<file path="src/hdl/hzm_pkg.sv">
`default_nettype none

package hzm_pkg;

    localparam int NUM_ENTITIES_DEF = 256;

    localparam int COORD_W = 24;
    localparam int LEN_W   = 23;
    localparam int CFG_W   = 24;
    localparam int IDX_W   = 8;
    localparam int COUNT_W = 9;

    // register indexes on the configuration port
    localparam logic [2:0] CFG_CENTER_X    = 3'd0;
    localparam logic [2:0] CFG_CENTER_Y    = 3'd1;
    localparam logic [2:0] CFG_CENTER_Z    = 3'd2;
    localparam logic [2:0] CFG_RADIUS      = 3'd3;
    localparam logic [2:0] CFG_HALF_HEIGHT = 3'd4;
    localparam logic [2:0] CFG_BAND        = 3'd5;

    typedef enum logic [1:0] {
        CMD_UPDATE = 2'd0,
        CMD_REMOVE = 2'd1,
        CMD_TEST   = 2'd2
    } cmd_t;

    typedef enum logic [1:0] {
        MB_NONE     = 2'd0,
        MB_APPROACH = 2'd1,
        MB_INSIDE   = 2'd2,
        MB_LEAVING  = 2'd3
    } member_t;

    typedef enum logic [2:0] {
        ST_CLEAR,
        ST_IDLE,
        ST_MUL0,
        ST_MUL1,
        ST_MUL2,
        ST_ACC,
        ST_DECIDE
    } state_t;

    typedef struct packed {
        logic [1:0]                cmd;
        logic [IDX_W-1:0]          entity_index;
        logic signed [COORD_W-1:0] pos_x;
        logic signed [COORD_W-1:0] pos_y;
        logic signed [COORD_W-1:0] pos_z;
    } in_word_t;

    typedef struct packed {
        logic       is_inside;
        logic [1:0] membership;
        logic       area_empty;
    } out_word_t;

endpackage

`default_nettype wire

</file>
<file path="src/hdl/hzm_ram.sv">
`default_nettype none

module hzm_ram #(
    parameter int WIDTH = 2,
    parameter int DEPTH = 256
) (
    input  wire logic                     clk,
    input  wire logic                     we,
    input  wire logic [$clog2(DEPTH)-1:0] waddr,
    input  wire logic [WIDTH-1:0]         wdata,
    input  wire logic [$clog2(DEPTH)-1:0] raddr,
    output logic      [WIDTH-1:0]         rdata
);

    logic [WIDTH-1:0] mem [DEPTH];

    always_ff @(posedge clk)
    begin
        if (we)
        begin
            mem[waddr] <= wdata;
        end
        rdata <= mem[raddr];
    end

endmodule

`default_nettype wire

</file>
<file path="src/hdl/hysteresis_zone_membership_core.sv">
`default_nettype none

// Zone membership tracker for one cylindrical area with hysteresis bands.
// Sequence: a start accepted in idle steps through MUL0, MUL1, MUL2, ACC and DECIDE, and
// the result strobe (done) is registered from DECIDE. A new command is taken only once the
// sequence through the two shared 24x24 squarers (three coordinate squares and three
// threshold squares) is over and busy is low. Reset: asynchronous, active low; the table is
// then swept to none, one entry a cycle, with busy high. Results cannot be stalled by the receiver.
module hysteresis_zone_membership_core #(
    parameter int NUM_ENTITIES = hzm_pkg::NUM_ENTITIES_DEF
) (
    input  wire logic                     clk,
    input  wire logic                     rst_n,
    input  wire logic                     start,
    output logic                          busy,
    input  wire hzm_pkg::in_word_t        request,
    output logic                          done,
    output hzm_pkg::out_word_t            result,
    input  wire logic                     cfg_we,
    input  wire logic [2:0]               cfg_index,
    input  wire logic [hzm_pkg::CFG_W-1:0] cfg_data
);

    import hzm_pkg::*;

    localparam int AW = $clog2(NUM_ENTITIES);
    localparam int MAG_W = COORD_W;
    localparam int SQ_W = 2 * MAG_W;
    localparam int D2_W = SQ_W + 2;

    state_t state_reg, state_next;

    // configuration
    logic signed [COORD_W-1:0] center_x_reg, center_y_reg, center_z_reg;
    logic [LEN_W-1:0]          radius_reg, half_height_reg, band_reg;

    // item registers
    logic [1:0]       cmd_reg;
    logic [AW-1:0]    idx_reg;
    logic             valid_reg;
    logic [MAG_W-1:0] mag_x_reg, mag_y_reg, mag_z_reg;
    member_t          cur_reg;

    logic [SQ_W-1:0]  prod_a_reg, prod_b_reg;
    logic [D2_W-1:0]  d2_reg;
    logic [SQ_W-3:0]  r2_reg, enter2_reg;
    logic [SQ_W-1:0]  leave2_reg;

    logic [COUNT_W-1:0] count_reg, count_next;
    logic [AW-1:0]      clr_addr_reg;

    logic      done_reg;
    out_word_t result_reg, result_next;

    // memory port
    logic          mem_we;
    logic [AW-1:0] mem_waddr, mem_raddr;
    logic [1:0]    mem_wdata, mem_rdata;

    // datapath helpers
    logic [MAG_W-1:0] mul_a_op, mul_b_op;
    logic [MAG_W-1:0] mag_x_in, mag_y_in, mag_z_in;
    logic [MAG_W-1:0] leave;
    logic [LEN_W-1:0] enter;
    logic             core_possible;
    logic             accept;
    member_t          ns;
    logic             write_entry;
    logic             in_zone;

    function automatic logic [MAG_W-1:0] abs_diff(
        input logic signed [COORD_W-1:0] a,
        input logic signed [COORD_W-1:0] b
    );
        logic signed [COORD_W:0] d;
        logic [COORD_W:0]        m;
        d = {a[COORD_W-1], a} - {b[COORD_W-1], b};
        m = d[COORD_W] ? (~d + 1'b1) : d;
        return m[MAG_W-1:0];
    endfunction

    function automatic logic counted(input member_t s);
        return s inside {MB_INSIDE, MB_LEAVING};
    endfunction

    hzm_ram #(
        .WIDTH(2),
        .DEPTH(NUM_ENTITIES)
    ) u_table (
        .clk  (clk),
        .we   (mem_we),
        .waddr(mem_waddr),
        .wdata(mem_wdata),
        .raddr(mem_raddr),
        .rdata(mem_rdata)
    );

    assign accept = start && !busy;
    assign done   = done_reg;
    assign result = result_reg;

    assign mag_x_in = abs_diff(request.pos_x, center_x_reg);
    assign mag_y_in = abs_diff(request.pos_y, center_y_reg);
    assign mag_z_in = abs_diff(request.pos_z, center_z_reg);

    assign core_possible = band_reg <= radius_reg;
    assign leave = MAG_W'(radius_reg) + MAG_W'(band_reg);
    assign enter = core_possible ? (radius_reg - band_reg) : '0;

    // next state
    always_comb
    begin
        state_next = state_reg;
        case (state_reg)
            ST_CLEAR:
            begin
                if (clr_addr_reg == AW'(NUM_ENTITIES - 1))
                begin
                    state_next = ST_IDLE;
                end
            end
            ST_IDLE:
            begin
                if (start)
                begin
                    state_next = ST_MUL0;
                end
            end
            ST_MUL0:   state_next = ST_MUL1;
            ST_MUL1:   state_next = ST_MUL2;
            ST_MUL2:   state_next = ST_ACC;
            ST_ACC:    state_next = ST_DECIDE;
            ST_DECIDE: state_next = ST_IDLE;
            default:   state_next = ST_CLEAR;
        endcase
    end

    // decision on the finished squares
    always_comb
    begin
        ns          = MB_NONE;
        write_entry = 1'b0;
        in_zone     = 1'b0;
        if (cmd_reg == CMD_UPDATE && valid_reg)
        begin
            write_entry = 1'b1;
            if (mag_z_reg > MAG_W'(half_height_reg) || d2_reg > D2_W'(leave2_reg))
            begin
                ns = MB_NONE;
            end
            else if (d2_reg > D2_W'(r2_reg))
            begin
                ns = counted(cur_reg) ? MB_LEAVING : MB_NONE;
            end
            else if (!core_possible || d2_reg > D2_W'(enter2_reg))
            begin
                ns = counted(cur_reg) ? MB_INSIDE : MB_APPROACH;
            end
            else
            begin
                ns = MB_INSIDE;
            end
            in_zone = counted(ns);
        end
        else if (cmd_reg == CMD_REMOVE && valid_reg)
        begin
            write_entry = 1'b1;
            ns          = MB_NONE;
            in_zone     = counted(cur_reg);
        end
        else if (cmd_reg == CMD_TEST)
        begin
            in_zone = d2_reg <= D2_W'(r2_reg);
        end

        count_next = count_reg;
        if (write_entry)
        begin
            count_next = count_reg - COUNT_W'(counted(cur_reg)) + COUNT_W'(counted(ns));
        end

        result_next.is_inside  = in_zone;
        result_next.membership = write_entry ? ns : cur_reg;
        result_next.area_empty = (count_next == '0);
    end

    // outputs of the sequencer
    always_comb
    begin
        busy      = 1'b1;
        mem_we    = 1'b0;
        mem_waddr = idx_reg;
        mem_wdata = MB_NONE;
        mem_raddr = idx_reg;
        mul_a_op  = mag_x_reg;
        mul_b_op  = MAG_W'(radius_reg);
        case (state_reg)
            ST_CLEAR:
            begin
                mem_we    = 1'b1;
                mem_waddr = clr_addr_reg;
            end
            ST_IDLE:
            begin
                busy      = 1'b0;
                mem_raddr = AW'(request.entity_index);
            end
            ST_MUL0:
            begin
                mul_a_op = mag_x_reg;
                mul_b_op = MAG_W'(radius_reg);
            end
            ST_MUL1:
            begin
                mul_a_op = mag_y_reg;
                mul_b_op = leave;
            end
            ST_MUL2:
            begin
                mul_a_op = mag_z_reg;
                mul_b_op = MAG_W'(enter);
            end
            ST_DECIDE:
            begin
                mem_we    = write_entry;
                mem_wdata = ns;
            end
            default:
            begin
                busy = 1'b1;
            end
        endcase
    end

    always_ff @(posedge clk or negedge rst_n)
    begin
        if (!rst_n)
        begin
            state_reg       <= ST_CLEAR;
            clr_addr_reg    <= '0;
            count_reg       <= '0;
            done_reg        <= 1'b0;
            center_x_reg    <= '0;
            center_y_reg    <= '0;
            center_z_reg    <= '0;
            radius_reg      <= '0;
            half_height_reg <= '0;
            band_reg        <= LEN_W'(1);
        end
        else
        begin
            state_reg <= state_next;
            done_reg  <= (state_reg == ST_DECIDE);
            if (state_reg == ST_CLEAR)
            begin
                clr_addr_reg <= clr_addr_reg + 1'b1;
            end
            if (state_reg == ST_DECIDE)
            begin
                count_reg <= count_next;
            end
            if (cfg_we)
            begin
                case (cfg_index)
                    CFG_CENTER_X:    center_x_reg    <= cfg_data;
                    CFG_CENTER_Y:    center_y_reg    <= cfg_data;
                    CFG_CENTER_Z:    center_z_reg    <= cfg_data;
                    CFG_RADIUS:      radius_reg      <= cfg_data[LEN_W-1:0];
                    CFG_HALF_HEIGHT: half_height_reg <= cfg_data[LEN_W-1:0];
                    CFG_BAND:        band_reg        <= cfg_data[LEN_W-1:0];
                    default:         ;
                endcase
            end
        end
    end

    // datapath words
    always_ff @(posedge clk)
    begin
        prod_a_reg <= mul_a_op * mul_a_op;
        prod_b_reg <= mul_b_op * mul_b_op;
        if (accept)
        begin
            cmd_reg   <= request.cmd;
            idx_reg   <= AW'(request.entity_index);
            valid_reg <= 32'(request.entity_index) < NUM_ENTITIES;
            mag_x_reg <= mag_x_in;
            mag_y_reg <= mag_y_in;
            mag_z_reg <= mag_z_in;
        end
        case (state_reg)
            ST_MUL0:
            begin
                cur_reg <= valid_reg ? member_t'(mem_rdata) : MB_NONE;
            end
            ST_MUL1:
            begin
                d2_reg <= D2_W'(prod_a_reg);
                r2_reg <= prod_b_reg[SQ_W-3:0];
            end
            ST_MUL2:
            begin
                d2_reg     <= d2_reg + D2_W'(prod_a_reg);
                leave2_reg <= prod_b_reg;
            end
            ST_ACC:
            begin
                d2_reg     <= d2_reg + D2_W'(prod_a_reg);
                enter2_reg <= prod_b_reg[SQ_W-3:0];
            end
            ST_DECIDE:
            begin
                result_reg <= result_next;
            end
            default: ;
        endcase
    end

endmodule

`default_nettype wire

</file>
<file path="config.mk">
export PLATFORM = sky130hd
export DESIGN_NAME = hysteresis_zone_membership_core
export DESIGN_NICKNAME = d
export VERILOG_FILES = /design/src/hdl/hzm_pkg.sv /design/src/hdl/hzm_ram.sv /design/src/hdl/hysteresis_zone_membership_core.sv
export SDC_FILE = /design/constraint.sdc
export NUM_CORES = 2
export LEC_CHECK = 0
export BUFFER_PORTS_ARGS = -buffer_cell sky130_fd_sc_hd__buf_2
export CAP_MARGIN = 20
export CORE_MARGIN = 2
export CORE_UTILIZATION = 46
export DETAILED_ROUTE_END_ITERATION = 12
export PLACE_DENSITY = 0.65
export SYNTH_ARGS = -nofsm -noshare
export SYNTH_HDL_FRONTEND = slang
export SYNTH_SLANG_ARGS = --single-unit
export TNS_END_PERCENT = 30
</file>
<file path="constraint.sdc">
create_clock -name clk -period 18.9 [get_ports clk]
set_input_delay 3.78 -clock clk [delete_from_list [all_inputs] [get_ports clk]]
set_output_delay 3.78 -clock clk [all_outputs]
set_load 0.02 [all_outputs]
</file>
Word level (Yosys, flattened, before mapping)
Memory sizes are Yosys's and may differ from the RTL's. A register that Yosys moved wholly into a read port is not among the register bits. Cells that the tools add are included.

Bits of input ports: 113. Bits in registers: 536. RAM bits: 512. Memories kept: 1. Output and inout bits: 6.

Memory list: u_table.mem (depth 256, bits a word 2, read ports 1, clocked after Yosys merged registers in 1, write ports 1, RTL line hzm_ram.sv:15) `logic [WIDTH-1:0] mem [DEPTH];`.

Bitwise logic cells: 3. Mux-type cells: 31. Eq/ne operators: 22. Multipliers: 2. Add/sub/neg operators: 12. $lt $le $gt $ge: 6. Reductions and logical operators: 20.

Operators with widths (count): 50-bit by 46-bit > comparator with 1-bit output (2); 50-bit case mux with 2 select lines (1); 24-bit by 24-bit multiplier with 48-bit output (2); 24-bit case mux with 2 select lines (2); 24-bit by 24-bit subtractor with 25-bit output (3); 24-bit by 1-bit adder with 24-bit output (second input constant) (3); 24-bit 2-to-1 mux (3); 24-bit NOT (3); 50-bit by 48-bit adder with 50-bit output (1); 50-bit by 48-bit > comparator with 1-bit output (1); 50-bit by 46-bit <= comparator with 1-bit output (1); 23-bit by 23-bit adder with 24-bit output (1); 24-bit by 23-bit > comparator with 1-bit output (1); 23-bit <= comparator (1); 23-bit 2-to-1 mux (1); 23-bit subtractor (1); 3-bit case mux with 7 select lines (1); 2-bit 2-to-1 mux (9); 8-bit 2-to-1 mux (2); 3-bit == test (second input constant) (5); 2-bit == test (second input constant) (7); 2-bit AND reduction (7); 3-bit by 2-bit == test with 1-bit output (second input constant) (4); 9-bit by 1-bit adder with 9-bit output (1); other kinds (18) (33).

Longest topological paths before layout
Word-level depth: 13. Depth in mapped cells: 44. Gate-level depth less buffers: 40.

Cells and area by module
From an unflattened synthesis, not the netlist that was laid out.

Cells, all modules: 8013. Area, all modules: 85024.0 µm².

Modules (own cells, without submodules): hysteresis_zone_membership_core (cells an instance 6771, seq. area each 14194.9 µm², area an instance 63642.3 µm², instances 1); hzm_ram (cells an instance 1242, seq. area each 15414.8 µm², area an instance 21381.8 µm², instances 1).

Least setup slack after synthesis
No wires, ideal clock.

Path type: register to register. Start: reg state_reg[2]. End: reg prod_b_reg[47]. Setup time: 0.127 ns. Arrival: 10.161 ns. Setup slack: 8.612 ns. Data required time: 18.773 ns. Cell stages (with the launch flop): 35. Cell sequence: dfrtp_1 > clkbuf_1 > nand3_1 > inv_1 > buf_1 > buf_1 > buf_1 > a21oi_1 > clkbuf_1 > nor2_1 > fa_1 > fa_1 > inv_1 > fa_1 > inv_1 > fa_1 > inv_1 > fa_1 > inv_1 > fa_1 > inv_1 > fa_1 > inv_1 > ha_1 > a21oi_1 > o21ai_0 > nor4_1 > o32ai_1 > o22ai_1 > o31a_1 > o21ai_1 > a31oi_1 > a21oi_1 > o311ai_1 > xnor2_1.

Word-level cells in the longest chain between the ends: 3.

Ends and longest elaborated chain: from (decl) (RTL line hysteresis_zone_membership_core.sv:31) `state_t state_reg, state_next;`; from (signal assigned) (RTL line hysteresis_zone_membership_core.sv:252) `state_reg <= state_next;`; 3-bit == test / 3-bit by 2-bit == test with 1-bit output (equally long branches) (RTL line hysteresis_zone_membership_core.sv:197) `case (state_reg)`; 24-bit case mux with 2 select lines * (RTL line hysteresis_zone_membership_core.sv:197); 24-bit by 24-bit multiplier with 48-bit output * (RTL line hysteresis_zone_membership_core.sv:281) `prod_b_reg <= mul_b_op * mul_b_op;`; to (signal assigned) (RTL line hysteresis_zone_membership_core.sv:281); to (decl) (RTL line hysteresis_zone_membership_core.sv:44) `logic [SQ_W-1:0] prod_a_reg, prod_b_reg;`.

Every way passes the cells marked *; elsewhere a longest branch is shown, timed or not. A chain may end at the register's enable or synchronous reset.

Worst setup path after layout
Same ends and word-level chain as after synthesis.

==> metrics <==
Startpoint Class=flop; # DRC=0; number of synthesized flops with an enable pin=787; DR WL/cell=20.9 um; Crit path max-delay family=compound AO/OA/AOI/OAI gates; critical path arrival=12.37 ns; CTS Hold Bufs=0; Syn Area/Cell=10.6 um^2; Yosys reg bits=roughly 1000; routed wire length=roughly 220 mm; post-place setup slack=7.29 ns; Max Clk Rate=approximately 85 MHz; synth cell count leaders=inv_1 (1359), fa_1 (850), edfxtp_1 (787), nor2_1 (787), ha_1 (679); initial cell density of the core=46.3%; Layout Area Growth over Synthesis=8.63%; clk_lat worst skew=0.81 ns; Core Region=183000 um^2; I/O Pins=119; register area share after synthesis=between 30% and 40%; Critical Path Stages=35; slowest CP cell=a21o_1; Hold Crit Depth=0; worst setup margin=7.13 ns; critical path class=reg2reg; launching point of the worst reg2reg path=state_reg[2]; Hold WC Path Type=reg2reg; Critical Path End Type=flop; ranking of synthesized cells by area=edfxtp_1 (28%), fa_1 (20%), ha_1 (10%); die area=188000 um^2; endpoints failing setup=0; CP peak stage delay=0.70 ns; Worst Tran Pin Value=1.52 ns; start point of the worst hold path=prod_b_reg[47]; ys async rst share=15.5%; GRT Total Usage=23.9%; Syn Std Cell Area=84800 um^2; Yosys top cell area share=approximately 28%; Pre-antenna DRT Iters=6; max-cap violations=0; Die X-Extent=between 400 and 500 um; layout cells sized above 1=8.49%; PostCTS Resize Cnt=0; drt via density=5.50; peak fanout along the critical path=52; YS warnings=0; htree depth=3; first-pass GRT wire length=346 mm; status=finished, violations left; Setup TNS Final=0 ns; Port Buf Inserts=118; Clock Sink Count=1045; FF-to-FF setup slack=7.13 ns; post-synthesis cell type count=110; number of DRC markers in iteration 0=4562; hold endpoint=leave2_reg[47]; grt ovf=0; initial antenna violation count=3; number of global-route vias before repair=between 60000 and 70000; Cell Rows=157; RSZ-0062 raised after global routing=false; Layout Nets=9655; Clock Path Buffers=3; post-CTS setup buffers=0; Max-Slew Margin vs Limit=-1.66%; Main synth FF type=edfxtp_1; Worst Path Required=19.50 ns; Routability Congestion=between 0.9 and 1; most numerous cell in the Yosys netlist=inv_1; CTS clk-pin slew, worst paths=0.06 ns; crit path time final=roughly 12 ns; Buf+Inv Stages, Crit Path=8; clock root buffer=clkbuf_16; FF-to-FF path depth=35; Post-Synthesis Cells=7989; failing checks=max-slew violations; CTS tree=yes; max-slew violations=35; largest net degree at the start of global routing=257; clk_skew=0.107 ns; Die Span Y=433 um; TritonCTS buffer count=112; max FFs per register=512; syn_nets=9631; final hold vios=0; # fillers=roughly 17000; overall via count from detail_route=~58000; Synth area leader=edfxtp_1; Tcrit/Tclk final=62.3%; r2r endpoint=prod_b_reg[47]; detailed placement HPWL=between 150 and 200 mm; antenna viol nets, final=0
layout by cell type, fill, tap and decap left out, drive strengths merged, types with 56 or more instances in the layout:
cell       n
inv     1369
fa       850
edfxtp   787
nor2     787
ha       679
nand2    669
a21oi    360
o21ai    301
a21o     212
buf      204
xnor2    192
dfrtp    161
clkbuf   139
mux4     128
dfxtp     96
xor2      95
nor3      72
nand3     68
mux2      68
nand4     67
a211oi    57
nor2b     56
nand2b    56
routing by layer:
metal	vias to the layer above	track usage, %	part of all wire (%)	wire, um
met2	1980	40.3	48	107000
met3	372	3.79	6.8	15000
li1	26700	-	-	-
met1	29100	31.4	42	92000
met5	-	0	0	0
met4	0	7.75	3.2	6970
stage by stage:
stage               hold slack, ns  area (um^2)  util, %  instances
floorplan                    0.386        84800        -       7989
CTS                          0.406        92100     50.3      10600
global placement             0.391        88100     48.1      10400
detailed placement           0.389        88100     48.1      10400
finish                       0.406        92200     50.3      10600
global route                 0.413        92200     50.3      10600
cells by family (layout without fill, tap and decap cells):
group	count (synthesis)	in the layout	share of synthesized area [%]
muxes	243	243	4.85
and+or+nand+nor	1952	1952	10.1
xor gates and xnor gates	287	287	2.96
adders and majority gates	1529	1529	30.1
DFF	1045	1045	34.9
buffers and inverters	1671	1788	7.50
AOI/OAI and AO/OA	1262	1262	9.61
other	0	6	0
worst max-delay path by stage:
stage,slack (ns),to,from
after floorplan,8.61,prod_b_reg[47],state_reg[2]
after global placement,7.41,prod_b_reg[47],state_reg[2]
after detailed placement,7.29,prod_b_reg[47],state_reg[2]
after CTS,7.22,prod_b_reg[47],state_reg[2]
after global routing,6.32,prod_b_reg[47],state_reg[2]
final,7.13,prod_b_reg[47],state_reg[2]
final cells by class:
cell class                 instances  area [um^2]  area share (%)
clock inverter                    68          930            1.01
timing repair buffer             204         1290            1.41
multi-input combinational       5273        49100            53.2
tap                             2464         3080            3.35
inverter                        1377         5170            5.61
clock buffer                     139         3000            3.26
antenna                            6         15.0          0.0163
sequential                      1045        29600            32.1
Power is not shown: default switching activity piles up to over one toggle a cycle in this logic, so the estimate is an artifact.
